$ cat config.mk
export PLATFORM = sky130hd
export DESIGN_NAME = fce_front
export DESIGN_NICKNAME = d
export VERILOG_FILES = /design/src/rtl/core/fce_pkg.sv /design/src/rtl/core/fce_front.sv
export SDC_FILE = /design/constraint.sdc
export NUM_CORES = 1
export LEC_CHECK = 0
export ABC_AREA = 0
export BUFFER_PORTS_ARGS = -buffer_cell sky130_fd_sc_hd__buf_2
export CELL_PAD_IN_SITES_DETAIL_PLACEMENT = 1
export CELL_PAD_IN_SITES_GLOBAL_PLACEMENT = 1
export CORE_MARGIN = 2
export CORE_UTILIZATION = 12
export DETAILED_ROUTE_END_ITERATION = 16
export GPL_TIMING_DRIVEN = 1
export PLACE_DENSITY = 0.79
export SLEW_MARGIN = 20
export SYNTH_ARGS = -nofsm -noshare
export SYNTH_HDL_FRONTEND = slang
export SYNTH_SLANG_ARGS = --single-unit
$ cat constraint.sdc
create_clock -name vclk -period 0.8
set_input_delay 0.08 -clock vclk [all_inputs]
set_output_delay 0.08 -clock vclk [all_outputs]
set_load 0.005 [all_outputs]
$ cat src/rtl/core/fce_pkg.sv
// Shared types, codes and constants of the packed 12-bit link table engine.
package fce_pkg;

   localparam int FCE_ENTRIES = 4096;

   localparam logic [11:0] LINK_END_TABLE = 12'hFFA;
   localparam logic [11:0] LINK_FREE      = 12'hFFF;
   localparam logic [11:0] LINK_LAST      = 12'hFFE;

   localparam logic [2:0] KIND_READ_LINK  = 3'd0;
   localparam logic [2:0] KIND_WRITE_LINK = 3'd1;
   localparam logic [2:0] KIND_ALLOCATE   = 3'd2;
   localparam logic [2:0] KIND_FREE_CHAIN = 3'd3;
   localparam logic [2:0] KIND_LOAD_BYTE  = 3'd4;
   localparam logic [2:0] KIND_READ_BYTE  = 3'd5;

   localparam logic [1:0] ST_OK      = 2'd0;
   localparam logic [1:0] ST_NO_FREE = 2'd1;
   localparam logic [1:0] ST_UNTERM  = 2'd2;
   localparam logic [1:0] ST_RANGE   = 2'd3;

   typedef enum logic [2:0] {
      OP_DONE   = 3'd0,
      OP_RLINK  = 3'd1,
      OP_WLINK  = 3'd2,
      OP_ALLOC  = 3'd3,
      OP_FREE   = 3'd4,
      OP_LDBYTE = 3'd5,
      OP_RDBYTE = 3'd6
   } op_type;

   typedef struct packed {
      op_type      op;
      logic [1:0]  status;
      logic [11:0] idx;
      logic [11:0] val;
      logic [12:0] addr;
      logic [7:0]  data;
   } cmd_type;

endpackage

$ cat src/rtl/core/fce_front.sv
// Input side: takes request words, range-checks and classifies them into commands.
module fce_front import fce_pkg::*; #(
   parameter int ENTRIES = FCE_ENTRIES
) (
   input  logic        req_valid,
   output logic        req_stall,
   input  logic [2:0]  req_kind,
   input  logic [11:0] req_entry_index,
   input  logic [11:0] req_link_value,
   input  logic [12:0] req_byte_address,
   input  logic [7:0]  req_byte_data,
   input  logic        q_full,
   output logic        q_push,
   output cmd_type     q_cmd
);

   localparam int STORE_BYTES = (3 * ENTRIES + 1) / 2;

   logic idx_bad;
   logic addr_bad;

   assign idx_bad   = {1'b0, req_entry_index} >= 13'(ENTRIES);
   assign addr_bad  = req_byte_address >= 13'(STORE_BYTES);
   assign req_stall = q_full;
   assign q_push    = req_valid && !q_full;

   always_comb begin
      q_cmd.op     = OP_DONE;
      q_cmd.status = ST_OK;
      q_cmd.idx    = req_entry_index;
      q_cmd.val    = req_link_value;
      q_cmd.addr   = req_byte_address;
      q_cmd.data   = req_byte_data;
      case (req_kind)
         KIND_READ_LINK: begin
            if (idx_bad) q_cmd.status = ST_RANGE;
            else q_cmd.op = OP_RLINK;
         end
         KIND_WRITE_LINK: begin
            if (idx_bad) q_cmd.status = ST_RANGE;
            else q_cmd.op = OP_WLINK;
         end
         KIND_ALLOCATE: begin
            q_cmd.op = OP_ALLOC;
         end
         KIND_FREE_CHAIN: begin
            if (req_entry_index == LINK_LAST) q_cmd.status = ST_OK;
            else if (idx_bad) q_cmd.status = ST_RANGE;
            else q_cmd.op = OP_FREE;
         end
         KIND_LOAD_BYTE: begin
            if (addr_bad) q_cmd.status = ST_RANGE;
            else q_cmd.op = OP_LDBYTE;
         end
         KIND_READ_BYTE: begin
            if (addr_bad) q_cmd.status = ST_RANGE;
            else q_cmd.op = OP_RDBYTE;
         end
         default: begin
         end
      endcase
   end

endmodule

* Yosys cells after proc, flatten, opt, wreduce, memory -nomap -nowiden
Cells that the tools add are included. W data, S select, Z words.
Cells by class: magnitude comparators 1, eq/ne operators 6, muxes and demuxes 6, reduce and logical (&&, ||, !) cells 4
Operators with widths (count):
- $pmux W3 S6 | 1
- $ge A13 B13 Y1 const B | 1
- $eq A12 B12 Y1 const B | 1
- $mux W3 | 3
- $eq A3 B2 Y1 const B | 2
- $eq A3 B3 Y1 const B | 2
- $mux W2 | 2
- $eq A3 B1 Y1 const B | 1
- $logic_not A3 Y1 | 1
- $reduce_or A2 Y1 | 1
- $logic_and A1 B1 Y1 | 1
- $logic_not A1 Y1 | 1
Storage, ports and cells: bits in registers 0, input port bits 50, output and inout port bits 52, logic and storage cells 17

* Longest topological paths before layout
word-level depth 3, mapped depth 3

* Least setup slack after synthesis
No wires, ideal clock.
path kind input -> output, start point in req_kind[1], end point out q_cmd[46] (netlist name), arrival 457 ps, setup slack 263 ps, cell stages on the path 2, path buffers 1, cells stage by stage and4b_2 buf_4
RTL lines:
- start, declared | line fce_front.sv:7 | input logic [2:0] req_kind,
- end, declared | line fce_front.sv:14 | output cmd_type q_cmd

==> impl_metrics.csv <==
group,metric,value,unit
logic_synthesis,netlist.top_cell.by_area,"buf_4",
final_layout,fin_cells,104,
place,port_buffers,40,
critical_path,cp_max_fo,3,
timing,tns,0,ps
global_routing,grt_pass1_wl,1480,um
final_layout,final_util,0.107,
place,dpl.hpwl,939,um
final_layout,clkbuf_count,0,
detailed_routing,drt_iter0_markers,3,
final_layout,seqCellArea,0,um^2
run_status,status,"finished, final reports clean",
power,vdd_ir_drop_max,0.0344,mV
detailed_routing,viasPerCell,3.17,
timing,tightest_slew,156,ps
timing,max_freq,1320,MHz
logic_synthesis,syn_nets,113,
logic_synthesis,synth.top_cell.area_share,0.783,
die,coreArea,0.00363,mm^2
final_layout,sequential_cell_total,0,
logic_synthesis,synth_area_leaders,"buf_4 (78%), nand4_1 (2.8%), and4b_2 (2.5%)",
logic_synthesis,syn_avg_cell_area,7.15,um^2
hold_path,hold_path.class,"input port to primary output",
timing,hold_slack,160,ps
place,dp_cells,104,
final_layout,final_cell_mix,"buf_2 (37), nand4_1 (2), nand2_1 (2), buf_6 (2)",
critical_path,crit_path_end_kind,"primary output",
critical_path,crit_arrival,680,ps
hold_path,min-delay-start,"req_link_value[6]",
timing,finalHoldViolCount,0,
hold_path,hold_end,"q_cmd[27]",
logic_synthesis,yosysUniqueCellTypes,15,
power,p_total,0.174,mW
timing,drv_slew,0,
timing,setup_violations,0,
timing,fin_crit,756,ps
detailed_routing,wl_per_cell,9.87,um
final_layout,drive_gt1_frac,0.750,
logic_synthesis,synth_area,450,um^2
critical_path,start_kind,"input port",
final_layout,final_nets,108,
critical_path,crit_required,720,ps
global_routing,grt_max_degree,7,
run,maxCapViolations,0,
final_layout,mostFrequentLayoutCell,"buf_2",
detailed_routing,firstDrtPassIters,2,
timing,setup_slack,44.2,ps
global_routing,grt_overflow,0,
final_layout,area_delta_synth_final,-13.9,%
final_layout,fin_area,388,um^2
place,dpl_worst_slack,-2.09,ps
place,placed_cell_area,358,um^2
die,io_pins,102,
hold_path,holdPathStages,0,
detailed_routing,ant_nets,0,
global_routing,grt_pass1_vias,322,
place,place.gp.congestion,0.535,
timing,slew_headroom,0.895,
die,die_area,0.00426,mm^2
die,fp.dieW,65.3,um
timing,rsz0062_at_grt,"true",
global_routing,track_usage,0.0415,
final_layout,antennaDiodeCount,0,
logic_synthesis,synth.yosys.seq_area_share,0,
die,die_h,65.3,um
detailed_routing,drcViolationCount,0,
logic_synthesis,ys_warn_count,0,
global_routing,grt_antenna_before_repair,0,
power,power.density,448,mW/mm^2
critical_path,critPathKind,"input port to primary output",
detailed_routing,dr_total_vias,330,
detailed_routing,totalWireLength,1030,um
die,initial_core_util,0.124,
die,row_count,22,
logic_synthesis,syn_inst,63,
power,p_leak,0.205,nW
timing,period_share,0.945,
[per-layer routing]
metal	global-route usage	up-vias	routed length [um]
li1	-	143	-
met1	0.0289	140	253
met2	0.0829	31	467
met3	0.0171	16	245
met4	0.0339	0	61
met5	0	-	0
[area by class of cell]
cell class / instances / area, um^2
timing repair buffer: 40 / 223
inverter: 1 / 3.75
tap: 48 / 60.1
fill: 460 / 3250
multi-input combinational: 15 / 101
[worst max-delay path by stage]
| stage | start | to | slack, ps | depth (start not counted) |
|---|---|---|---|---|
| final | req_byte_address[11] | q_cmd[49] | 40 | 5 |
| after global placement | req_byte_address[12] | q_cmd[48] | 0.3 | 5 |
| after CTS | req_byte_address[12] | q_cmd[49] | 10 | 5 |
| after detailed placement | req_byte_address[12] | q_cmd[49] | -2 | 5 |
| after floorplan | req_kind[1] | q_cmd[46] | 260 | 2 |
| after global routing | req_byte_address[11] | q_cmd[49] | -9 | 5 |
[where the power goes]
group,internal [mW],switching (mW),total (mW)
Clock,0,0,0
Combinational,0.0986,0.0752,0.174
Sequential,0,0,0
[worst max-delay path: stages]
cell and delay [ps]:
buf_8 100, a21oi_4 150, nand2_1 60, a22oi_1 140, buf_2 140
[cells by family after synthesis]
| family | synth area share |
|---|---|
| buffers and inverters | 0.792 |
| AND/OR/NAND/NOR | 0.131 |
| AO/OA/AOI/OAI | 0.0583 |
| XOR/XNOR | 0.0194 |
[Yosys cell counts (all sizes together)]
cell    count
inv         1
xnor2       1
o21ai       1
nand2       2
nand3b      1
nor3        1
nand3       1
a21oi       2
a22oi       1
nor2        1
and4b       1
buf        47
nand4       2
nor2b       1
[timing repair]
item,in CTS,in global routing
pin swaps,0,3
setup endpoints to repair,1,3
hold buffers,0,0
resized for setup,1,7
setup buffers,0,0
(Power assumes the default switching activity.)
