`config.mk`:
```
export PLATFORM = sky130hd
export DESIGN_NAME = fce_queue
export DESIGN_NICKNAME = d
export VERILOG_FILES = /design/src/rtl/core/fce_pkg.sv /design/src/rtl/core/fce_queue.sv
export SDC_FILE = /design/constraint.sdc
export NUM_CORES = 1
export LEC_CHECK = 0
export BUFFER_PORTS_ARGS = -buffer_cell sky130_fd_sc_hd__buf_2
export CORE_UTILIZATION = 40
export DETAILED_ROUTE_END_ITERATION = 8
export SYNTH_ARGS = -nofsm -noshare
export SYNTH_HDL_FRONTEND = slang
export SYNTH_SLANG_ARGS = --single-unit
export TNS_END_PERCENT = 20
```
`constraint.sdc`:
```
create_clock -name clock -period 4.3 [get_ports clock]
set_input_delay 0.43 -clock clock [delete_from_list [all_inputs] [get_ports clock]]
set_output_delay 0.43 -clock clock [all_outputs]
set_load 0.01 [all_outputs]
```
`src/rtl/core/fce_pkg.sv`:
```
// Shared types, codes and constants of the packed 12-bit link table engine.
package fce_pkg;

   localparam int FCE_ENTRIES = 4096;

   localparam logic [11:0] LINK_END_TABLE = 12'hFFA;
   localparam logic [11:0] LINK_FREE      = 12'hFFF;
   localparam logic [11:0] LINK_LAST      = 12'hFFE;

   localparam logic [2:0] KIND_READ_LINK  = 3'd0;
   localparam logic [2:0] KIND_WRITE_LINK = 3'd1;
   localparam logic [2:0] KIND_ALLOCATE   = 3'd2;
   localparam logic [2:0] KIND_FREE_CHAIN = 3'd3;
   localparam logic [2:0] KIND_LOAD_BYTE  = 3'd4;
   localparam logic [2:0] KIND_READ_BYTE  = 3'd5;

   localparam logic [1:0] ST_OK      = 2'd0;
   localparam logic [1:0] ST_NO_FREE = 2'd1;
   localparam logic [1:0] ST_UNTERM  = 2'd2;
   localparam logic [1:0] ST_RANGE   = 2'd3;

   typedef enum logic [2:0] {
      OP_DONE   = 3'd0,
      OP_RLINK  = 3'd1,
      OP_WLINK  = 3'd2,
      OP_ALLOC  = 3'd3,
      OP_FREE   = 3'd4,
      OP_LDBYTE = 3'd5,
      OP_RDBYTE = 3'd6
   } op_type;

   typedef struct packed {
      op_type      op;
      logic [1:0]  status;
      logic [11:0] idx;
      logic [11:0] val;
      logic [12:0] addr;
      logic [7:0]  data;
   } cmd_type;

endpackage

```
`src/rtl/core/fce_queue.sv`:
```
// Two-entry command queue between the front and back parts.
module fce_queue import fce_pkg::*; (
   input  logic    clock,
   input  logic    reset,
   input  logic    push,
   input  cmd_type cmd_in,
   output logic    full,
   output logic    valid,
   output cmd_type cmd_out,
   input  logic    pop
);

   cmd_type    slot_ff [2];
   logic       wr_ptr_ff;
   logic       wr_ptr_in;
   logic       rd_ptr_ff;
   logic       rd_ptr_in;
   logic [1:0] count_ff;
   logic [1:0] count_in;
   logic       do_pop;

   assign full    = count_ff == 2'd2;
   assign valid   = count_ff != 2'd0;
   assign cmd_out = slot_ff[rd_ptr_ff];
   assign do_pop  = pop && valid;

   always_comb begin
      wr_ptr_in = push ? !wr_ptr_ff : wr_ptr_ff;
      rd_ptr_in = do_pop ? !rd_ptr_ff : rd_ptr_ff;
      count_in  = count_ff + 2'(push) - 2'(do_pop);
   end

   always_ff @(posedge clock) begin
      if (reset) begin
         wr_ptr_ff <= 1'b0;
         rd_ptr_ff <= 1'b0;
         count_ff  <= 2'd0;
      end else begin
         wr_ptr_ff <= wr_ptr_in;
         rd_ptr_ff <= rd_ptr_in;
         count_ff  <= count_in;
      end
      if (push) begin
         slot_ff[wr_ptr_ff] <= cmd_in;
      end
   end

endmodule

```
# == After elaboration in Yosys (flattened, before gate mapping) ==
# Memory sizes are Yosys's and may differ from the RTL's. A register that Yosys moved wholly into a read port is not among the register bits.
# Cells that the tools add are included.
# word_totals
register_bits,4
ram_bits,100
output_inout_bits,52
wordCells,15
n_memories,1
# memory_table
name,depth,word_bits,read_ports,rd_clocked_by_memory_dff,wr,line_no,source
slot_ff,2,50,1,1,1,fce_queue.sv:13,cmd_type slot_ff [2];
# classes
n_addsub,2
eq_ne,1
muxes,4
reduce_logical,4
# op_table
operator,n
$mux W1,4
$add A2 B1 Y2,1
$eq A2 B2 Y1 const B,1
$logic_not A1 Y1,2
$reduce_bool A2 Y1,1
$sub A2 B1 Y2,1
$logic_and A1 B1 Y1,1

# == Longest topological paths before layout ==
# Gate-level depths: netlist of run 1.
# logic_depth
depth_word,4
depth_mapped,6

# == Worst setup path before layout of run 1 ==
# No wires, ideal clock.
# synth_timing
kind,input -> register
start,input push
end,"memory slot_ff[0][0] (netlist bit), enable pin"
arrival_ns,2.646
t_required_ns,3.836
setup_slack_ns,1.190
stages,1
n_path_buf,0
path_cell_list,nor2b_1
# synth_via
elab_chain_len,2
# synth_rtl
item,line_no,source
"start, declared",fce_queue.sv:5,"input logic push,"
$mux W1,fce_queue.sv:43,if (push) begin
$mux W1 (implied by the code),fce_queue.sv:44,slot_ff[wr_ptr_ff] <= cmd_in;
"end, declared",fce_queue.sv:13,
# No other way between the ends.

==> results of run 1 <==
[cell usage in the layout (no fill, tap or decap)]
| master | count |
|---|---|
| buf_2 | 105 |
| edfxtp_1 | 100 |
| mux2_4 | 50 |
| clkbuf_8 | 9 |
| clkinv_1 | 5 |
| dfxtp_1 | 4 |
| nor2b_1 | 3 |
| nor2_1 | 3 |
| inv_1 | 2 |
| mux2_1 | 2 |
| ha_1 | 2 |
| buf_4 | 2 |
| o21a_1 | 1 |
| and2_2 | 1 |
| nor2b_4 | 1 |
| or2_2 | 1 |
| xnor2_1 | 1 |
| xnor3_1 | 1 |
| dfxtp_4 | 1 |
| bufinv_16 | 1 |
| clkbuf_1 | 1 |
[cell type report]
type                            instances  area, sq um
Sequential cell                       105         3107
Inverter                                2        7.507
Multi-Input combinational cell         66        894.6
Clock buffer                           10        127.6
Fill cell                             864         4927
Clock inverter                          6        48.80
Timing Repair Buffer                  107        540.5
Tap cell                              133        166.4
[sequential cells by signal, summed over array words and instances, names as in the netlist, named ones only]
name and count:
wr_ptr_ff 1, count_ff 2, rd_ptr_ff 1, slot_ff 100
[path summary, 6_finish.rpt]
path	from	end	slack (ns)	cells past startpoint
max reg2reg	wr_ptr_ff	slot_ff[0][14]	2.49	2
min	cmd_in[16]	slot_ff[0][16]	0.25	1
min reg2reg	wr_ptr_ff	wr_ptr_ff	0.61	2
max	flip-flop	cmd_out[5]	1.98	2
[kinds of logic (layout without fill, tap and decap cells)]
family / after synthesis / in the layout / share of synthesized area, %
xor+xnor: 2 / 2 / 0.7697
simple gates: 9 / 9 / 1.201
mux: 52 / 52 / 19.03
fa+ha+maj: 2 / 2 / 0.6157
flops: 105 / 105 / 76.35
buf+inv: 8 / 125 / 1.847
compound gates: 1 / 1 / 0.1848
[power by group through the flow]
| stage | registers, W | logic, W | clock network [W] |
|---|---|---|---|
| after floorplan | 0.00125 | 0.000443 | 0 |
| after global placement | 0.00133 | 0.000521 | 0 |
| after detailed placement | 0.00133 | 0.000524 | 0 |
| final | 0.00130 | 0.000516 | 0.000570 |
| after CTS | 0.00131 | 0.000527 | 0.000591 |
| after global routing | 0.00132 | 0.000562 | 0.000634 |
[metrics by stage]
step / power (W) / cell area, sq um / hold WS [ns] / instances / setup slack, ns
2_1_floorplan: 0.001689 / 4064 / 0.4965 / 179 / 1.190
3_3_place_gp: 0.001850 / 4716 / 0.5534 / 413 / 2.231
3_5_place_dp: 0.001857 / 4716 / 0.5843 / 413 / 2.200
4_1_cts: 0.002428 / 4892 / 0.2287 / 429 / 1.924
5_1_grt: 0.002515 / 4892 / 0.2187 / 429 / 1.867
6_report: 0.002389 / 4892 / 0.2499 / 429 / 1.984
[metal layers]
layer	vias up	global-route usage, %	share of wire (%)
li1	917	-	-
met3	12	5.424	6.6
met1	939	15.88	41
met4	2	7.476	1.8
met2	51	20.46	50
met5	-	0	0.19
[worst max-delay path, cell delays in order, from the launching register on]
cell     delay, ns
dfxtp_4       1.00
mux2_4        0.36
buf_2         0.14
==> qor.csv, run 1 <==
stage,metric,value,unit
run_status,run_status,"complete, no violations",
setup_path,crit_path_start_kind,flip-flop,
placement,io_buffers,105,
global_route,grt_pass1_wl,9.942,mm
global_route,grt_max_degree,51,
cts,clk_latency,0.36,ns
synth,syn_nets,235,
sta,max_freq,431.8,MHz
sta,tightest_slew,0.9586,ns
drt,drc,0,
sta,fin_crit_sh,53.86,%
setup_path,crit_path_end_kind,output pin,
synth,synth_seq_cells,105,
synth,yosys-top-cells-count,"edfxtp_1, mux2_4, buf_6",
finish,fin_nets,347,
cts,cts_tree,yes,
drt,firstDrtPassIters,4,
drt,wl_per_cell,15.63,um
power,p_comb_share,21.6,%
synth,ys_types,14,
power,p_leak,1.934,nW
power,p_seq_share,54.6,%
sta,rsz0062_at_grt,false,
power,p_per_area,488.4,nW/um^2
synth,ys.warnings.count,0,
power,pwr-share-clk,23.8,%
job,drv_cap,0,
floorplanning,core_area,9819,sq um
cts,clk_pin_slew,0.09,ns
setup_path,crit_arrival,1.89,ns
drt,finalWirelength,6.705,mm
synth,synth.area.top_cells,"edfxtp_1, mux2_4, dfxtp_1, buf_6, ha_1",
finish,antenna_cells,0,
drt,num_vias,1921,
cts,cts.repair.resized,0,
power,p_sw_share,25.23,%
sta,slew_headroom,36.10,%
sta,hold_viol_final,0,
floorplanning,rows,36,
cts,cts_root_buffer,clkbuf_8,
finish,final_core_util,49.82,%
global_route,grt.overflow.total,0,
setup_path,crit_fanout,50,
drt,ant_nets,0,
global_route,grtUsageTotal,13.29,%
floorplanning,io_pins,106,
setup_path,criticalPathCategory,flip-flop to output pin,
power,intPower,0.001786,W
finish,area_growth,20.38,%
synth,avgSynthCellArea,22.70,sq um
synth,yosys.area.top_type,edfxtp_1,
synth,yosysMostFrequentCell,edfxtp_1,
floorplanning,fp.dieW,102.8,um
sta,fin_crit,2.316,ns
power,p_switching,0.0006029,W
drt,vias_per_cell,4.478,
sta,tns,0,ns
synth,async_flop_share,0,%
synth,synth_seq_area_share,76.35,%
cts,numCtsBuffers,9,
cts,holdBufCountCts,0,
global_route,grt_pass1_vias,1973,
synth,syn_area,4064,sq um
floorplanning,dieArea,10570,sq um
placement,gp_congestion,0.6467,
sta,setup_viol,0,
cts,cts.sinks,105,
cts,post_cts_buffers,0,
floorplanning,initial_core_util,41.39,%
min_path,hp-class,input port to flip-flop,
floorplanning,die_h,102.8,um
synth,synth_edf_count,100,
sta,finClkSkew,0.005444,ns
power,ir_drop,255.1,uV
synth,synth_cells,179,
global_route,antenna_found_initial,1,
synth,synth_ff_type,edfxtp_1,
synth,synth_top_area_share,73.89,%
cts,htreeDepth,3,
drt,drt_iter0_drc,64,
cts,cts_max_path_buffers,2,
placement,dp_hpwl,4.255,mm
finish,drive_gt1_share,57.77,%
setup_path,cp_data_required_time,3.87,ns
sta,final_max_slew_viol_count,0,
(Power assumes the default switching activity.)
==> run 2, diff against run 1 <==
==> constraint.sdc (replaced) <==
create_clock -name clock -period 2.2 [get_ports clock]
set_input_delay 0.22 -clock clock [delete_from_list [all_inputs] [get_ports clock]]
set_output_delay 0.22 -clock clock [all_outputs]
set_load 0.01 [all_outputs]
==> qor.csv, run 2 (same netlist as run 1, synthesis figures left out) <==
stage,metric,value,unit
cts,numCtsBuffers,9,
finish,area_growth,21.09,%
sta,setup_viol,0,
finish,antenna_cells,0,
cts,cts_max_path_buffers,2,
drt,drt_iter0_drc,59,
cts,cts_root_buffer,clkbuf_8,
cts,clk_latency,0.35,ns
setup_path,crit_path_end_kind,output pin,
drt,ant_nets,0,
floorplanning,core_area,9819,sq um
cts,htreeDepth,3,
cts,cts.repair.resized,0,
placement,gp_congestion,0.6709,
sta,rsz0062_at_grt,false,
power,ir_drop,592.2,uV
sta,fin_crit,1.971,ns
finish,reg.largest.list,"slot_ff (100), count_ff (2)",
finish,drive_gt1_share,58.39,%
drt,vias_per_cell,4.557,
finish,fin_nets,349,
floorplanning,initial_core_util,41.39,%
power,p_leak,1.947,nW
finish,top_register,slot_ff,
finish,mostFrequentLayoutCell,buf_2,
setup_path,cp_data_required_time,1.98,ns
setup_path,r2r-start,wr_ptr_ff,
setup_path,reg2reg_to,slot_ff[1][39],
global_route,antenna_found_initial,1,
global_route,grt_pass1_wl,9.639,mm
drt,wl_per_cell,15.32,um
placement,io_buffers,105,
drt,firstDrtPassIters,4,
run_status,run_status,"complete, no violations",
cts,holdBufCountCts,0,
job,drv_cap,0,
global_route,grtUsageTotal,12.86,%
setup_path,ff2ff_setup_slack,0.68,ns
sta,final_max_slew_viol_count,0,
cts,cts_tree,yes,
setup_path,crit_path_start_kind,flip-flop,
floorplanning,die_h,102.8,um
global_route,grt_max_degree,51,
sta,hold_viol_final,0,
drt,num_vias,1964,
placement,dp_hpwl,4.365,mm
sta,fin_crit_sh,89.58,%
cts,cts.sinks,105,
sta,slew_headroom,67.27,%
drt,finalWirelength,6.602,mm
setup_path,crit_fanout,20,
sta,tns,0,ns
floorplanning,fp.dieW,102.8,um
power,p_per_area,925.1,nW/um^2
cts,post_cts_buffers,0,
setup_path,rr_worst_depth,2,
floorplanning,rows,36,
finish,fillers,892,
floorplanning,dieArea,10570,sq um
sta,max_freq,507.4,MHz
finish,largest_reg_flops,100,
finish,multi_input_area,894.6,sq um
global_route,grt_pass1_vias,1928,
cts,clk_pin_slew,0.09,ns
sta,tightest_slew,0.4909,ns
min_path,hp-class,input port to flip-flop,
sta,final.hold.worst_slack,0.05080,ns
sta,finClkSkew,0.006261,ns
setup_path,crit_arrival,1.75,ns
finish,ff_latch_area,3107,sq um
global_route,grt.overflow.total,0,
setup_path,worstSetupEndpoint,cmd_out[24],
floorplanning,io_pins,106,
finish,final_cell_mix,"buf_2, edfxtp_1, mux2_4, clkbuf_8",
drt,drc,0,
setup_path,criticalPathCategory,flip-flop to output pin,
run 2: worst min path at each step:
| stage | from | endpoint | slack (ns) | depth (start not counted) |
|---|---|---|---|---|
| 6_report | cmd_in[18] | slot_ff[0][18] | 0.05 | 1 |
| 5_1_grt | cmd_in[27] | slot_ff[0][27] | 0.03 | 1 |
| 4_1_cts | cmd_in[39] | slot_ff[0][39] | 0.03 | 1 |
| 3_5_place_dp | cmd_in[27] | slot_ff[1][27] | 0.41 | 1 |
| 3_3_place_gp | cmd_in[39] | slot_ff[0][39] | 0.41 | 1 |
| 2_1_floorplan | reset | count_ff[0] | 0.29 | 1 |
run 2: area by class of cell:
class / count / share of cell area [%]
Inverter: 2 / 0.1526
Clock inverter: 6 / 0.5085
Multi-Input combinational cell: 66 / 18.18
Sequential cell: 105 / 63.13
Clock buffer: 10 / 2.593
Tap cell: 133 / 3.382
Timing Repair Buffer: 109 / 12.05
run 2: critical path: stages, from the launching register on:
cell and delay (ns):
dfxtp_4 0.62, buf_4 0.31, mux2_4 0.33, buf_2 0.14
run 2: stage by stage:
step / area [sq um] / cells / utilization, % / worst slack [ns] / total power (W)
2_1_floorplan: 4066 / 179 / - / 0.1400 / 0.003300
6_report: 4921 / 431 / 50.11 / 0.2292 / 0.004552
3_5_place_dp: 4768 / 415 / 48.56 / 0.6098 / 0.003645
3_3_place_gp: 4768 / 415 / 48.56 / 0.6174 / 0.003629
4_1_cts: 4921 / 431 / 50.11 / 0.1917 / 0.004624
5_1_grt: 4921 / 431 / 50.11 / 0.1594 / 0.004781
run 2: metal layers:
metal	up-vias	GRT usage [%]	wire (um)	part of all wire, %
met2	68	20.82	3202	49
li1	924	-	-	-
met1	958	15.56	2803	42
met3	12	3.458	464	7.0
met4	2	7.476	123	1.9
met5	-	0	8	0.12
run 2: power breakdown:
| group | total, W | leakage [nW] | internal [W] | switching [W] |
|---|---|---|---|---|
| logic | 0.00112 | 0.887 | 0.000652 | 0.000469 |
| clock network | 0.000970 | 0.0800 | 0.000393 | 0.000577 |
| registers | 0.00246 | 0.981 | 0.00235 | 0.000112 |
| total | 0.00455 | 1.95 | 0.00339 | 0.00116 |
